### src/ecbui_pkg.sv
// ----------------------------------------------------------------------------
// ecbui_pkg
// Shared constants for the rotary encoder menu cursor block: register map,
// register reset values and default sizing.
// ----------------------------------------------------------------------------
`default_nettype none

package ecbui_pkg;

  // sizing defaults
  localparam int DefVisibleRows = 3;
  localparam int DefMaxDevices  = 127;

  // field widths
  localparam int CountW = 7;
  localparam int StampW = 32;
  localparam int CfgW   = 16;

  // configuration port
  localparam int AddrW = 3;
  localparam int DataW = 32;

  // register index, taken from paddr[2]
  typedef enum logic {
    REG_HOLD_MS  = 1'b0,
    REG_CLICK_MS = 1'b1
  } reg_index_t;

  localparam logic [CfgW-1:0] HoldMsReset  = 16'd1000;
  localparam logic [CfgW-1:0] ClickMsReset = 16'd50;

  // one result item
  typedef struct packed {
    logic [CountW-1:0] cursor_index;
    logic [CountW-1:0] scroll_top;
    logic              redraw;
    logic              scan_request;
    logic              blink_request;
  } result_t;

endpackage

`default_nettype wire

### src/encoder_cursor_button_ui_core.sv
// ----------------------------------------------------------------------------
// encoder_cursor_button_ui_core
// Rotary encoder and push switch handling for a menu cursor with a
// three-row scroll window, click and long-press requests.
// ----------------------------------------------------------------------------
// Each accepted sample of the encoder pins, switch, timestamp and device count
// yields exactly one result, in the result register or, while that is held, in
// the one-entry skid register; a new sample can be taken every cycle while
// item_stall is low. All edge detection, the press timer compare and the cursor
// clamp run in one combinational pass from the state registers into the result
// register. With the skid, a result held by result_stall costs one more accepted
// sample before item_stall rises. item_stall comes from a register only. hold_ms
// and click_ms (minimum press time for a click) are written over the APB port at
// byte addresses 0 and 4, by the user only while no sample is in flight (the block does not enforce this).
`default_nettype none

module encoder_cursor_button_ui_core
#(
  parameter int VISIBLE_ROWS = ecbui_pkg::DefVisibleRows,
  parameter int MAX_DEVICES  = ecbui_pkg::DefMaxDevices
)
(
  input  wire logic                        clk,
  input  wire logic                        rst,
  // sample channel
  input  wire logic                        item_valid,
  output logic                             item_stall,
  input  wire logic                        clk_level,
  input  wire logic                        dt_level,
  input  wire logic                        switch_level,
  input  wire logic [ecbui_pkg::StampW-1:0] now_ms,
  input  wire logic [ecbui_pkg::CountW-1:0] device_count,
  // result channel
  output logic                             result_valid,
  input  wire logic                        result_stall,
  output logic [ecbui_pkg::CountW-1:0]     cursor_index,
  output logic [ecbui_pkg::CountW-1:0]     scroll_top,
  output logic                             redraw,
  output logic                             scan_request,
  output logic                             blink_request,
  // configuration
  input  wire logic                        psel,
  input  wire logic                        penable,
  input  wire logic                        pwrite,
  input  wire logic [ecbui_pkg::AddrW-1:0] paddr,
  input  wire logic [ecbui_pkg::DataW-1:0] pwdata,
  output logic [ecbui_pkg::DataW-1:0]      prdata,
  output logic                             pready
);
  import ecbui_pkg::*;

  localparam logic [CountW-1:0] MaxLimit = CountW'(MAX_DEVICES);
  localparam logic [CountW:0]   Rows     = (CountW+1)'(VISIBLE_ROWS);
  localparam logic [CountW:0]   RowsLess = (CountW+1)'(VISIBLE_ROWS - 1);

  // configuration registers
  logic [CfgW-1:0] hold_ms;
  logic [CfgW-1:0] click_ms;
  reg_index_t      cfg_sel;
  logic            cfg_write;

  // item state
  logic              prev_clk;
  logic              prev_switch;
  logic [StampW-1:0] press_stamp;
  logic              hold_done;
  logic [CountW-1:0] cursor_reg;
  logic [CountW-1:0] scroll_reg;

  // output register and skid
  result_t result;
  result_t skid;
  logic    skid_valid;
  result_t result_next;

  logic accept;
  logic take;

  // per-item logic
  logic              falling;
  logic              press;
  logic              release_edge;
  logic [StampW-1:0] press_stamp_next;
  logic              hold_base;
  logic              hold_done_next;
  logic [StampW-1:0] elapsed;
  logic              fire;
  logic              click;
  logic              move;
  logic [CountW-1:0] limit;
  logic [CountW:0]   cur_wide;
  logic [CountW:0]   stepped;
  logic [CountW:0]   clamped;
  logic [CountW:0]   scroll_wide;
  logic [CountW:0]   scroll_moved;
  logic [CountW-1:0] cursor_reg_next;
  logic [CountW-1:0] scroll_reg_next;

  // ---------------------------------------------------------------- config
  assign pready    = 1'b1;
  assign cfg_sel   = reg_index_t'(paddr[2]);
  assign cfg_write = psel && penable && pwrite && pready;

  always_ff @(posedge clk) begin
    if (rst) begin
      hold_ms  <= HoldMsReset;
      click_ms <= ClickMsReset;
    end else if (cfg_write) begin
      unique case (cfg_sel)
        REG_HOLD_MS:  hold_ms  <= pwdata[CfgW-1:0];
        REG_CLICK_MS: click_ms <= pwdata[CfgW-1:0];
        default: ;
      endcase
    end
  end

  always_comb begin
    unique case (cfg_sel)
      REG_HOLD_MS:  prdata = {{(DataW-CfgW){1'b0}}, hold_ms};
      REG_CLICK_MS: prdata = {{(DataW-CfgW){1'b0}}, click_ms};
      default:      prdata = '0;
    endcase
  end

  // ------------------------------------------------------------- handshake
  assign item_stall = skid_valid;
  assign accept     = item_valid && !skid_valid;
  assign take       = result_valid && !result_stall;

  // ---------------------------------------------------------- item compute
  always_comb begin
    falling      = !clk_level && prev_clk;
    press        = !switch_level && prev_switch;
    release_edge = switch_level && !prev_switch;

    // a press restarts the timer in the same sample
    press_stamp_next = press ? now_ms : press_stamp;
    hold_base        = press ? 1'b0 : hold_done;
    elapsed          = now_ms - press_stamp_next;

    fire  = !switch_level && !hold_base && (elapsed >= {{(StampW-CfgW){1'b0}}, hold_ms});
    click = release_edge && !hold_base && (device_count != '0) &&
            (elapsed >= {{(StampW-CfgW){1'b0}}, click_ms});
    hold_done_next = fire ? 1'b1 : hold_base;

    move  = falling && !fire && !click && (device_count != '0);
    limit = (device_count > MaxLimit) ? MaxLimit : device_count;

    cur_wide = {1'b0, cursor_reg};
    if (dt_level) begin
      stepped = cur_wide + 1'b1;
    end else if (cursor_reg == '0) begin
      stepped = '0;
    end else begin
      stepped = cur_wide - 1'b1;
    end
    // clamp also catches a cursor left past a shrunken list
    clamped = (stepped >= {1'b0, limit}) ? ({1'b0, limit} - 1'b1) : stepped;

    scroll_wide = {1'b0, scroll_reg};
    if (clamped < scroll_wide) begin
      scroll_moved = clamped;
    end else if (clamped >= scroll_wide + Rows) begin
      scroll_moved = clamped - RowsLess;
    end else begin
      scroll_moved = scroll_wide;
    end

    cursor_reg_next = move ? clamped[CountW-1:0] : cursor_reg;
    scroll_reg_next = move ? scroll_moved[CountW-1:0] : scroll_reg;

    result_next.cursor_index  = cursor_reg_next;
    result_next.scroll_top    = scroll_reg_next;
    result_next.redraw        = move;
    result_next.scan_request  = fire;
    result_next.blink_request = click;
  end

  always_ff @(posedge clk) begin
    if (rst) begin
      prev_clk    <= 1'b1;
      prev_switch <= 1'b1;
      press_stamp <= '0;
      hold_done   <= 1'b0;
      cursor_reg  <= '0;
      scroll_reg  <= '0;
    end else if (accept) begin
      prev_clk    <= clk_level;
      prev_switch <= switch_level;
      press_stamp <= press_stamp_next;
      hold_done   <= hold_done_next;
      cursor_reg  <= cursor_reg_next;
      scroll_reg  <= scroll_reg_next;
    end
  end

  // ------------------------------------------------------ result and skid
  always_ff @(posedge clk) begin
    if (rst) begin
      result_valid <= 1'b0;
      skid_valid   <= 1'b0;
    end else if (skid_valid) begin
      if (take) begin
        skid_valid <= 1'b0;
      end
    end else if (accept) begin
      if (result_valid && !take) begin
        skid_valid <= 1'b1;
      end else begin
        result_valid <= 1'b1;
      end
    end else if (take) begin
      result_valid <= 1'b0;
    end
  end

  always_ff @(posedge clk) begin
    if (skid_valid) begin
      if (take) begin
        result <= skid;
      end
    end else if (accept) begin
      if (result_valid && !take) begin
        skid <= result_next;
      end else begin
        result <= result_next;
      end
    end
  end

  assign cursor_index  = result.cursor_index;
  assign scroll_top    = result.scroll_top;
  assign redraw        = result.redraw;
  assign scan_request  = result.scan_request;
  assign blink_request = result.blink_request;

`ifndef ASSERT_OFF
  // skid only fills behind a held result
  a_skid_behind_result: assert property (@(posedge clk) disable iff (rst)
    skid_valid |-> result_valid)
    else $error("skid holds data with output register empty");

  // a fired hold drops the step, a click needs a release
  a_requests_exclusive: assert property (@(posedge clk) disable iff (rst)
    result_valid |-> !(scan_request && blink_request) &&
                     !(redraw && (scan_request || blink_request)))
    else $error("redraw, scan and blink overlap in one result");

  // cursor stays inside the clamp range
  a_cursor_range: assert property (@(posedge clk) disable iff (rst)
    {1'b0, cursor_reg} < (CountW+1)'(MAX_DEVICES))
    else $error("cursor beyond device limit");

  // window always contains the cursor
  a_window: assert property (@(posedge clk) disable iff (rst)
    (scroll_reg <= cursor_reg) && ({1'b0, cursor_reg} < {1'b0, scroll_reg} + Rows))
    else $error("scroll window does not contain cursor");

  // a full skid drains into the output register on a transfer
  a_skid_drain: assert property (@(posedge clk) disable iff (rst)
    skid_valid && !result_stall |=> result_valid && !skid_valid)
    else $error("skid not drained after transfer");
`endif

endmodule

`default_nettype wire
### config.mk
export PLATFORM = sky130hd
export DESIGN_NAME = encoder_cursor_button_ui_core
export DESIGN_NICKNAME = d
export VERILOG_FILES = /design/src/ecbui_pkg.sv /design/src/encoder_cursor_button_ui_core.sv
export SDC_FILE = /design/constraint.sdc
export NUM_CORES = 1
export LEC_CHECK = 0
export BUFFER_PORTS_ARGS = -buffer_cell sky130_fd_sc_hd__buf_2
export CORE_MARGIN = 4
export CORE_UTILIZATION = 59
export DETAILED_ROUTE_END_ITERATION = 6
export PLACE_DENSITY_LB_ADDON = 0.3
export SLEW_MARGIN = 10
export SYNTH_ARGS = -nofsm -noshare
export SYNTH_HDL_FRONTEND = slang
export SYNTH_SLANG_ARGS = --single-unit
### constraint.sdc
create_clock -name clk -period 7.84 [get_ports clk]
set_clock_uncertainty 0.15 [all_clocks]
set_input_delay 0.784 -clock clk [delete_from_list [all_inputs] [get_ports clk]]
set_output_delay 0.784 -clock clk [all_outputs]
set_load 0.02 [all_outputs]
## Yosys cells after proc, flatten, opt, wreduce, memory -nomap -nowiden

Index checks and enable logic that the tools add are counted.

- Word-level logic and storage cells: 94
- Bits in registers: 117
- Memory bits (writable): 0
- Input port bits: 84
- Output and inout bits: 52
- Bits in latches: 0
- Memories kept: 0
- Bits in read-only memories: 0

- Shift-type cells: 0
- Eq/ne operators: 3
- Multiply operators: 0
- Magnitude comparators: 6
- Div/mod/pow operators: 0
- Add/subtract/negate cells: 6
- Bitwise gates (word level): 2
- Reduce and logical (&&, ||, !) cells: 34
- Muxes and demuxes: 23

Operators by type and width:

| operator | number |
|---|---|
| $mux W17 | 4 |
| $ge A32 B16 Y1 | 2 |
| $pmux W32 S2 | 1 |
| $mux W7 | 5 |
| $mux W32 | 1 |
| $sub A32 B32 Y32 | 1 |
| $mux W8 | 3 |
| $logic_and A1 B1 Y1 | 16 |
| $sub A7 B1 Y8 const B | 2 |
| $logic_not A1 Y1 | 9 |
| $mux W1 | 9 |
| $reduce_and A3 Y1 | 3 |
| $add A7 B1 Y8 const B | 1 |
| $add A7 B2 Y8 const B | 1 |
| $ge A8 B7 Y1 | 1 |
| $ge A8 B8 Y1 | 1 |
| $lt A8 B7 Y1 | 1 |
| $gt A7 B7 Y1 const B | 1 |
| $logic_not A7 Y1 | 1 |
| $reduce_bool A7 Y1 | 1 |
| $sub A7 B2 Y7 const B | 1 |
| $ne A2 B2 Y1 const B | 2 |
| $reduce_and A2 Y1 | 2 |
| $reduce_bool A2 Y1 | 2 |
| other kinds (2) | 3 |

## Depth between registers and ports, before layout

Gate-level depths: netlist of run 1.

- Depth in word-level cells: 14
- Gate-level depth with buffers: 29
- Mapped depth without buffers: 26

## Worst setup path after synthesis of run 1

No wires, ideal clock.

- Path kind: in2reg
- Start point: input port switch_level
- End point: register result, in the netlist scroll_top[6], data pin
- Path slack: 1.632 ns
- Buffers on the path: 5
- Library setup time: 0.260 ns
- Stages: 26
- Required time: 7.430 ns
- Arrival: 5.798 ns
- Path through: nor2b_1 > buf_2 > buf_1 > clkbuf_1 > mux2i_1 > ha_1 > buf_2 > nand2_1 > nor4_1 > inv_1 > o21ai_1 > a21oi_1 > xnor2_1 > ha_1 > nor2b_1 > o21ai_0 > o21ai_0 > nor2_1 > a21boi_0 > a211o_1 > a2111oi_4 > a21oi_4 > inv_4 > buf_6 > mux2_2 > mux2_2

- Word-level cells in the longest chain between the ends: 14
- Elaborated cells on any way between the ends: 23
- Classes of those cells: 1 x add/sub; 2 x order compare; 6 x mux; 14 x reduce/logical

Ends and longest elaborated chain:

| what | RTL line | source |
|---|---|---|
| start, declared | encoder_cursor_button_ui_core.sv:30 | `input wire logic switch_level,` |
| $logic_not A1 Y1 | encoder_cursor_button_ui_core.sv:133, encoder_cursor_button_ui_core.sv:141 |  |
| $logic_and A1 B1 Y1 | encoder_cursor_button_ui_core.sv:133 | `press = !switch_level && prev_switch;` |
| $mux W32 or $mux W1 (tied branches) | encoder_cursor_button_ui_core.sv:137, encoder_cursor_button_ui_core.sv:138 |  |
| $sub A32 B32 Y32 or $logic_not A1 Y1 (tied branches) | encoder_cursor_button_ui_core.sv:139, encoder_cursor_button_ui_core.sv:141, encoder_cursor_button_ui_core.sv:142 |  |
| $ge A32 B16 Y1, or another cell as far along | encoder_cursor_button_ui_core.sv:141 | `fire = !switch_level && !hold_base && (elapsed >= {{(StampW-CfgW){1'b0}}, hold_ms});` |
| $logic_and A1 B1 Y1 (on tied branches) | encoder_cursor_button_ui_core.sv:141, encoder_cursor_button_ui_core.sv:142 |  |
| $logic_not A1 Y1 or $logic_and A1 B1 Y1 (tied branches) | encoder_cursor_button_ui_core.sv:146, encoder_cursor_button_ui_core.sv:142 |  |
| $logic_and A1 B1 Y1 or $logic_not A1 Y1 (tied branches) | encoder_cursor_button_ui_core.sv:146 | `move = falling && !fire && !click && (device_count != '0);` |
| $logic_and A1 B1 Y1 (*) (2 in a row) | encoder_cursor_button_ui_core.sv:146 |  |
| $mux W7 (*) | encoder_cursor_button_ui_core.sv:170 | `scroll_reg_next = move ? scroll_moved[CountW-1:0] : scroll_reg;` |
| net scroll_reg_next[6] | encoder_cursor_button_ui_core.sv:97 | `logic [CountW-1:0] scroll_reg_next;` |
| $mux W17 (*) | encoder_cursor_button_ui_core.sv:223 | `if (result_valid && !take) begin` |
| $mux W17 (*) | encoder_cursor_button_ui_core.sv:222 | `end else if (accept) begin` |
| $mux W17 (*) | encoder_cursor_button_ui_core.sv:218 | `if (skid_valid) begin` |
| end signal, assigned | encoder_cursor_button_ui_core.sv:220 | `result <= skid;` |
| end signal, assigned | encoder_cursor_button_ui_core.sv:226 | `result <= result_next;` |
| end, declared | encoder_cursor_button_ui_core.sv:71 | `result_t result;` |

Mark *: on every way through the listed nets, which the timed path passes. The rest lies on a longest branch. The select of a mux whose other input is x is not followed.
A chain may end at the register's enable or synchronous reset.

## Worst setup path in the final report of run 1

- Start point: input port switch_level
- End point: register result, in the netlist cursor_index[3], data pin

- Word-level cells in the longest chain between the ends: 14
- Elaborated cells on any way between the ends: 23
- Classes of those cells: 1 x add/sub; 2 x order compare; 6 x mux; 14 x reduce/logical

Ends and longest elaborated chain:

| what | RTL line | source |
|---|---|---|
| $logic_not A1 Y1 | encoder_cursor_button_ui_core.sv:133, encoder_cursor_button_ui_core.sv:141 |  |
| $logic_and A1 B1 Y1 | encoder_cursor_button_ui_core.sv:133 |  |
| $mux W32 or $mux W1 (tied branches) | encoder_cursor_button_ui_core.sv:137, encoder_cursor_button_ui_core.sv:138 |  |
| $sub A32 B32 Y32 or $logic_not A1 Y1 (tied branches) | encoder_cursor_button_ui_core.sv:139, encoder_cursor_button_ui_core.sv:141, encoder_cursor_button_ui_core.sv:142 |  |
| $ge A32 B16 Y1, or another cell as far along | encoder_cursor_button_ui_core.sv:141 |  |
| $logic_and A1 B1 Y1 (on tied branches) | encoder_cursor_button_ui_core.sv:141, encoder_cursor_button_ui_core.sv:142 |  |
| $logic_not A1 Y1 or $logic_and A1 B1 Y1 (tied branches) | encoder_cursor_button_ui_core.sv:146, encoder_cursor_button_ui_core.sv:142 |  |
| $logic_and A1 B1 Y1 or $logic_not A1 Y1 (tied branches) | encoder_cursor_button_ui_core.sv:146 |  |
| $logic_and A1 B1 Y1 (*) (2 in a row) | encoder_cursor_button_ui_core.sv:146 |  |
| $mux W7 (*) | encoder_cursor_button_ui_core.sv:169 | `cursor_reg_next = move ? clamped[CountW-1:0] : cursor_reg;` |
| net cursor_reg_next[3] | encoder_cursor_button_ui_core.sv:96 | `logic [CountW-1:0] cursor_reg_next;` |
| $mux W17 (*) | encoder_cursor_button_ui_core.sv:223 |  |
| $mux W17 (*) | encoder_cursor_button_ui_core.sv:222 |  |
| $mux W17 (*) | encoder_cursor_button_ui_core.sv:218 |  |

Marked as above.

==> impl_metrics.ini, run 1 <==
[run_status]
status = finished clean

[floorplanning]
rows = 46
core_um2 = 16100
die_h_um = 137
initial_core_util_pct = 61.0
die-area_um2 = 18800
die_x_um = 137
ioPinCount = 136

[worst_setup_path]
cpPeakStageDelay_ps = 420
rrSetupSlack_ps = 1770
timing.rr.end = scroll_top[6]
critPathBufInv = 3
cp_top_family = compound AO/OA/AOI/OAI gates
required_ps = 7870
cpMaxStageDelayCell = a221oi_1
crit_path_cell_trace = buf_2 -> nand2b_1 -> buf_4 -> o21ai_0 -> ha_1 -> a21oi_1 -> o21ai_0 -> a21oi_1 -> nor2_1 -> a221oi_1 -> ha_1 -> a21o_1 -> a21oi_1 -> o211ai_1 -> a21oi_1 -> o21ai_0 -> a211o_1 -> a2111oi_4 -> a21oi_4 -> inv_4 -> mux2_2 -> mux2_2
crit_end = cursor_index[3]
cp.arrival_ps = 6210
regToRegStartpoint = cursor_reg[2]
startpoint_type = input port
critPathMaxFanout = 28
crit_cells = 22
setup.worst_path.start = switch_level
crit_path_frequent_cell = a21oi_1
cp-end-kind = register
path_class = in2reg
reg2reg_depth = 26

[drt]
avgRoutedWirePerCell_um = 16.9
routed_wl_mm = 26.2
post-route-drc-count = 0
drtPass1Iterations = 5
vias = 9373
drtIter0Drc = 765
final_antenna_net_count = 0
via_per_inst = 6.03

[synth]
synthFlopType = dfxtp_1
async_flop_share_pct = 0
synth.top_cell.area_share_pct = 16.9
synth_edf_count = 34
netlist_area_um2 = 9820
synth_cell_type_count = 90
synth_top_area_cell = dfxtp_1
syn_avg_cell_area_um2 = 7.78
synthesis.instances = 1263
synth-seq-cells = 117
ys_seq_area_share_pct = 27.3
synth.area.top_cells = dfxtp_1, edfxtp_1, ha_1
ys_warn_count = 0

[final_layout]
drive_gt1_share_pct = 14.4
n_antenna_cell = 0
finalNetCount = 1490
instances_no_fill = 1554
largest_register = press_stamp
largest_register_ffs = 32
syn_to_final_growth_pct = 11.0
reg_top3 = press_stamp (32), skid (17)

[global_routing]
grt_use_met1_pct = 36.1
overflow = 0
track_usage_pct = 28.2
use_met2_pct = 48.2
grt_pass1_wl_mm = 42.5
grt_max_degree = 72
grt_pass1_vias = 8797
busiest_layer = met2
grt_antenna_before_repair = 2
met3_usage_pct = 5.22

[clock_tree]
cts_resized = 0
cts.sinks = 117
clk_pin_slew_worst_paths_ps = 60
h-tree-depth = 4
tritoncts = done
cts_root_buf = clkbuf_16
clk_latency_ps = 430
postCtsHoldBufs = 0
numCtsBuffers = 17
cts_setup_buffers = 0
clockBufferDepth = 2

[timing]
min_period_ps = 6180
rsz0062_at_grt = no
setup_violations = 0
worst_pin_slew_ps = 759
fmax_mhz = 162
fin_crit_sh_pct = 78.8
slew_violations = 0
finalSetupTns_ps = 0
hold_violations = 0
slew_headroom_pct = 47.9

[run]
timing.max_cap.violations = 0

[place]
place_congestion = 0.938
dp_hpwl_mm = 19.8
dp.cells = 1522
port_buffers = 100

[pwr]
vdd_drop_max_v = 0.000167
powerDensity_nw_per_um2 = 212
power.leakage_nw = 4.47

[hold_path]
hold_path.class = reg2reg
per-layer routing:
metal,share of wire [%],up-vias
met5,0.13,-
met4,1.7,4
met3,6.4,40
met2,49,316
met1,43,4402
li1,-,4611
per-stage QoR:
step	power (W)	hold slack, ps	cell area (µm²)	worst slack, ps	util [%]
detailed placement	0.00154	296	10300	1330	64.1
global route	0.00245	318	10900	1280	67.6
floorplan	0.00134	283	9880	1630	-
finish	0.00231	302	10900	1660	67.6
CTS	0.00231	304	10900	1760	67.6
global placement	0.00152	291	10300	1400	64.1
layout by cell type (no fill, tap or decap), types with 13 or more instances in the layout:
master | Yosys | routed
edfxtp_1 | 34 | 34
xor2_1 | 13 | 13
nand3_1 | 32 | 32
inv_1 | 78 | 78
nor3_1 | 28 | 28
clkbuf_16 | 0 | 17
xnor2_1 | 29 | 29
nand2b_1 | 22 | 22
nand4_1 | 13 | 13
dfxtp_1 | 83 | 83
mux2i_1 | 30 | 30
a21oi_1 | 136 | 136
buf_2 | 15 | 100
nand2_1 | 208 | 208
a21o_1 | 23 | 23
o211ai_1 | 21 | 21
conb_1 | 2 | 17
mux2_2 | 20 | 20
ha_1 | 81 | 81
o21ai_0 | 79 | 79
nor2_1 | 45 | 44
nor2b_1 | 23 | 22
tightest hold or removal path: cells and delay by family, from the launching register on:
family | cells | cell delay (ps)
DFF | 1 | 310
AOI/OAI and AO/OA | 1 | 50
and+or+nand+nor | 1 | 50
how the worst min path moves through the flow:
stage / startpoint / endpoint / cells past startpoint
finish: press_stamp[23] / press_stamp[23] / 2
detailed placement: press_stamp[23] / press_stamp[23] / 2
global placement: press_stamp[15] / press_stamp[15] / 2
global route: press_stamp[27] / press_stamp[27] / 2
CTS: press_stamp[23] / press_stamp[23] / 2
floorplan: prev_clk / prev_clk / 2
logic make-up after synthesis:
family | share of synthesized area [%]
adder cells (fa/ha/maj) | 11.0
AND/OR/NAND/NOR | 20.7
buffers and inverters | 7.36
other | 0.0764
flip-flops | 27.3
XOR/XNOR | 3.74
AO/OA/AOI/OAI | 24.5
multiplexers | 5.35
cell type report:
class | instances | area (µm²)
Clock buffer | 18 | 429
Clock inverter | 14 | 141
Fill cell | 1356 | 5210
Inverter | 80 | 303
Multi-Input combinational cell | 997 | 6480
Sequential cell | 117 | 2680
Tap cell | 216 | 270
Timing Repair Buffer | 112 | 591
power breakdown:
group          switching, W  internal [W]
logic              0.000535      0.000325
registers         0.0000216      0.000665
clock network      0.000319      0.000445
synth_stat cells, types with 4 or more instances:
cell type and n:
buf_4 19, nand3_1 32, dfxtp_1 83, a211o_1 6
nand3b_1 5, nand2_1 208, mux2i_1 30, o31a_1 4
maj3_1 4, a21o_1 23, and3_1 8, a211oi_1 8
xor2_1 13, mux2_2 20, ha_1 81, nor3_1 28
or3_1 6, nor2b_1 23, o31ai_1 4, or4_1 4
a22oi_1 4, inv_1 78, xnor2_1 29, o2111ai_1 5
a21boi_0 6, and2_1 9, a31oi_1 4, o22ai_1 8
o21ai_0 79, nor2_1 45, buf_2 15, o21a_1 11
nand2b_1 22, clkbuf_1 45, a21oi_1 136, o211ai_1 21
nand4_1 13, nor4_1 5, edfxtp_1 34, o32ai_1 5
No activity file was read; power rests on OpenSTA's default activity.
==> run 2: changes to the inputs <==
--- a/config.mk
+++ b/config.mk
@@ -7,7 +7,7 @@
 export LEC_CHECK = 0
 export BUFFER_PORTS_ARGS = -buffer_cell sky130_fd_sc_hd__buf_2
 export CORE_MARGIN = 4
-export CORE_UTILIZATION = 59
+export CORE_UTILIZATION = 54
 export DETAILED_ROUTE_END_ITERATION = 6
 export PLACE_DENSITY_LB_ADDON = 0.3
 export SLEW_MARGIN = 10
==> constraint.sdc (replaced) <==
create_clock -name clk -period 5.2 [get_ports clk]
set_clock_uncertainty 0.15 [all_clocks]
set_input_delay 0.52 -clock clk [delete_from_list [all_inputs] [get_ports clk]]
set_output_delay 0.52 -clock clk [all_outputs]
set_load 0.02 [all_outputs]
==> impl_metrics.ini, run 2 (synthesized netlist as in run 1, its figures left out) <==
[run_status]
status = finished with violations
violations = setup timing

[floorplanning]
rows = 49
core_um2 = 17900
ioPinCount = 136
die-area_um2 = 20400
initial_core_util_pct = 54.9
die_h_um = 143
die_x_um = 143

[global_routing]
grt_antenna_before_repair = 0
overflow = 0
grt_pass1_wl_mm = 46.0
grt_pass1_vias = 9358
grt_max_degree = 45
track_usage_pct = 27.7

[timing]
final.setup.worst_slack_ps = -12.4
rsz0062_at_grt = yes
worst_pin_slew_ps = 805
slew_headroom_pct = 46.3
fin_crit_sh_pct = 100
fmax_mhz = 192
setup_violations = 1
slew_violations = 0
min_period_ps = 5210
fin_hold_ws_ps = 193
hold_violations = 0

[pwr]
powerDensity_nw_per_um2 = 317
vdd_drop_max_v = 0.000253
power.leakage_nw = 5.22

[final_layout]
largest_register_ffs = 32
syn_to_final_growth_pct = 24.8
final_util_pct = 68.5
drive_gt1_share_pct = 26.0
finalNetCount = 1636
n_fill_cell = 1499
n_antenna_cell = 0
largest_register = press_stamp
final_cell_mix = nand2_1, buf_4, a21oi_1
final_common_cell = nand2_1
reg_top3 = press_stamp (32), skid (17)

[clock_tree]
postCtsHoldBufs = 0
clockBufferDepth = 2
h-tree-depth = 4
tritoncts = done
cts.sinks = 117
cts_root_buf = clkbuf_16
numCtsBuffers = 17
clk_pin_slew_worst_paths_ps = 60
clk_latency_ps = 430

[place]
port_buffers = 100
place_congestion = 0.968
dp_hpwl_mm = 22.0

[worst_setup_path]
crit_path_cell_trace = or4_4 -> o32ai_4 -> xor2_1 -> nand2_1 -> inv_2 -> ha_4 -> a21o_1 -> a221o_1 -> a21oi_2 -> o21ai_4 -> o21ai_2 -> inv_2 -> buf_6 -> ha_1 -> a21o_1 -> a21o_1 -> a21oi_2 -> nor2b_1 -> o21ai_1 -> a21oi_2 -> buf_4 -> a211o_1 -> mux2_4 -> mux2_4
required_ps = 5230
cpMaxStageDelayCell = or4_4
cpPeakStageDelay_ps = 590
startpoint_type = register
rrSetupSlack_ps = -10
cp-end-kind = register
critPathBufInv = 4
cp_top_family = compound AO/OA/AOI/OAI gates
path_class = reg2reg
cp.arrival_ps = 5240
critPathMaxFanout = 6

[drt]
drtIter0Drc = 692
final_antenna_net_count = 0
drtPass1Iterations = 6
post-route-drc-count = 0
via_per_inst = 5.83
avgRoutedWirePerCell_um = 17.0
routed_wl_mm = 29.1
vias = 9992

[run]
timing.max_cap.violations = 0

[hold_path]
hold_path.class = in2reg
## run 2: cell types whose count changed in the layout (fill, tap and decap cells not counted), sizes merged
cell      previous run  this run
bufinv               1         0
clkinv               5         6
clkinvlp             2         4
clkbuf              18        17
buf                112       257
## run 2: area by class of cell
cell class	count	area, µm²	share of cell area, %
Inverter	80	305	2.49
Sequential cell	117	2690	21.9
Timing Repair inverter	1	5.00	0.0408
Clock inverter	15	119	0.970
Tap cell	229	287	2.34
Clock buffer	17	425	3.47
Multi-Input combinational cell	997	6740	55.0
Timing Repair Buffer	257	1690	13.8
## run 2: timing repair
action / in CTS / in global routing
endpoints found under the hold margin: 0 / 0
setup endpoints to repair: 7 / 38
gates cloned: 0 / 1
pin swaps: 16 / 14
buffers inserted: 1 / 4
resized for setup: 9 / 44
## run 2: worst paths after layout
check | startpoint | to | cells past startpoint
setup / recovery | cursor_reg[3] | scroll_top[6] | 24
hold / removal | pwdata[5] | click_ms[5] | 3
setup reg to reg | cursor_reg[3] | scroll_top[6] | 24
hold reg to reg | press_stamp[18] | press_stamp[18] | 2
## run 2: layer usage
metal	routed length [µm]	vias to the layer above	part of all wire [%]	global-route usage (%)
met4	784	0	2.7	9.55
met1	11800	4662	41	34.9
met2	14600	363	50	48.4
met3	1890	58	6.5	4.09
met5	0	-	0	0
li1	-	4909	-	-
## run 2: stage by stage
step | cells | worst slack [ps] | power, W | setup TNS [ps] | cell area [µm²]
finish | 1713 | -12.4 | 0.00389 | -12.4 | 12300
global route | 1713 | -235 | 0.00410 | -1800 | 12300
CTS | 1708 | -22.1 | 0.00379 | -22.1 | 12100
detailed placement | 1675 | -355 | 0.00264 | -4890 | 11500
global placement | 1675 | -280 | 0.00260 | -3300 | 11500
floorplan | 1278 | -244 | 0.00205 | -244 | 9990
## run 2: worst min-delay path: stages
cell and delay, ps:
buf_2 80, nand2_1 40, o211ai_1 70
## run 2: power breakdown
group | switching [W] | internal, W | leakage [nW]
Sequential | 0.0000315 | 0.00100 | 1.01
Combinational | 0.000942 | 0.000783 | 3.96
Clock | 0.000509 | 0.000620 | 0.259
Total | 0.00148 | 0.00241 | 5.22
==> run 3: changes to the inputs <==
--- a/config.mk
+++ b/config.mk
@@ -7,7 +7,7 @@
 export LEC_CHECK = 0
 export BUFFER_PORTS_ARGS = -buffer_cell sky130_fd_sc_hd__buf_2
 export CORE_MARGIN = 4
-export CORE_UTILIZATION = 54
+export CORE_UTILIZATION = 30
 export DETAILED_ROUTE_END_ITERATION = 6
 export PLACE_DENSITY_LB_ADDON = 0.3
 export SLEW_MARGIN = 10
==> impl_metrics.ini, run 3 (synthesized netlist as in run 1, its figures left out) <==
[drt]
post-route-drc-count = 0
via_per_inst = 5.04
drtPass1Iterations = 5
avgRoutedWirePerCell_um = 16.1
drtIter0Drc = 540
vias = 9950
final_antenna_net_count = 0
routed_wl_mm = 31.8

[global_routing]
grt_antenna_before_repair = 1
grt_max_degree = 71
track_usage_pct = 17.1
grt_pass1_wl_mm = 49.3
overflow = 0
grt_pass1_vias = 9620

[floorplanning]
die_h_um = 189
ioPinCount = 136
rows = 66
core_um2 = 32500
die-area_um2 = 35700
initial_core_util_pct = 30.3
die_x_um = 189

[clock_tree]
h-tree-depth = 4
clk_latency_ps = 430
postCtsHoldBufs = 0
clk_pin_slew_worst_paths_ps = 60
cts_root_buf = clkbuf_16
cts.sinks = 117
clockBufferDepth = 2
numCtsBuffers = 17
tritoncts = done

[timing]
rsz0062_at_grt = yes
worst_pin_slew_ps = 977
setup_violations = 1
slew_headroom_pct = 34.9
final.setup.worst_slack_ps = -61.3
hold_violations = 0
slew_violations = 0
fin_crit_sh_pct = 101
fmax_mhz = 190
finalSetupTns_ps = -61.3
min_period_ps = 5260

[final_layout]
finalNetCount = 1684
final-seq-area_um2 = 2690
multiInputGateArea_um2 = 6900
n_fill_cell = 3297
drive_gt1_share_pct = 29.2
largest_register = press_stamp
instances_no_fill = 1974
reg_top3 = press_stamp (32), skid (17)
final_cell_mix = nand2_1, buf_4, a21oi_1
syn_to_final_growth_pct = 33.9
final_common_cell = nand2_1
n_antenna_cell = 0
largest_register_ffs = 32

[worst_setup_path]
critPathMaxFanout = 4
required_ps = 5220
rrSetupSlack_ps = -60
cp-end-kind = register
startpoint_type = register
cp.arrival_ps = 5280
path_class = reg2reg
regToRegStartpoint = cursor_reg[3]
setup.worst_path.start = cursor_reg[3]

[place]
place_congestion = 0.888
dp.cells = 1921
port_buffers = 100
dp_hpwl_mm = 24.4

[pwr]
powerDensity_nw_per_um2 = 319
power.leakage_nw = 5.54
vdd_drop_max_v = 0.000238

[run_status]
status = finished with violations
violations = setup timing

[hold_path]
hold_path.class = in2reg
min_from = pwdata[4]

[run]
timing.max_cap.violations = 0
==> run 3: per-stage QoR <==
step,utilization [%],setup slack (ps),total power (W),cell area (µm²),hold WS [ps]
floorplan,-,-244,0.00205,9990,283
global placement,36.9,-287,0.00270,12000,292
detailed placement,36.9,-345,0.00273,12000,299
CTS,39.3,-30.3,0.00404,12700,170
global route,40.5,-267,0.00444,13200,186
finish,40.5,-61.3,0.00419,13200,191
==> run 3: final timing paths <==
path,endpoint,cells past startpoint
setup / recovery,scroll_top[6],27
setup reg to reg,scroll_top[6],27
hold / removal,click_ms[4],3
hold reg to reg,press_stamp[28],2
==> run 3: repair_timing <==
action	4_1_cts	5_1_grt
pin swaps	19	20
cloned	0	1
gates resized for setup	14	79
setup endpoints to repair	2	34
buffers inserted	12	9
==> run 3: metal layers <==
| metal | track usage [%] | part of all wire [%] |
|---|---|---|
| met1 | 20.5 | 44 |
| met2 | 31.7 | 51 |
| met3 | 3.13 | 3.3 |
| met4 | 3.92 | 1.6 |
| met5 | 0 | 0.041 |
==> run 3: worst max-delay path: stages, from the launching register on <==
cell and delay (ps):
dfxtp_2 330, or4_4 600, o32ai_4 230, xor2_1 160, nand2_1 100, buf_4 150
buf_4 120, buf_4 120, buf_4 120, buf_4 120, buf_4 120, buf_4 120
buf_4 120, buf_4 120, buf_4 120, buf_4 120, buf_4 120, buf_4 130
mux2i_4 160, ha_1 250, o21ai_1 110, a21oi_1 50, a211o_1 270, nand2_1 90
o22ai_1 70, a211o_1 290, mux2_4 270, mux2_4 260
==> run 3: cell type report <==
class	count	share of cell area [%]
multi-input combinational	997	52.4
sequential	117	20.4
timing repair buffer	305	16.0
tap	442	4.20
clock buffer	18	3.26
inverter	80	2.32
clock inverter	14	1.32
timing repair inverter	1	0.0380
==> run 3: power breakdown <==
part | internal (W) | switching, W | total [W]
Sequential | 0.00100 | 0.0000327 | 0.00104
Clock | 0.000759 | 0.000484 | 0.00124
Combinational | 0.000915 | 0.000996 | 0.00191
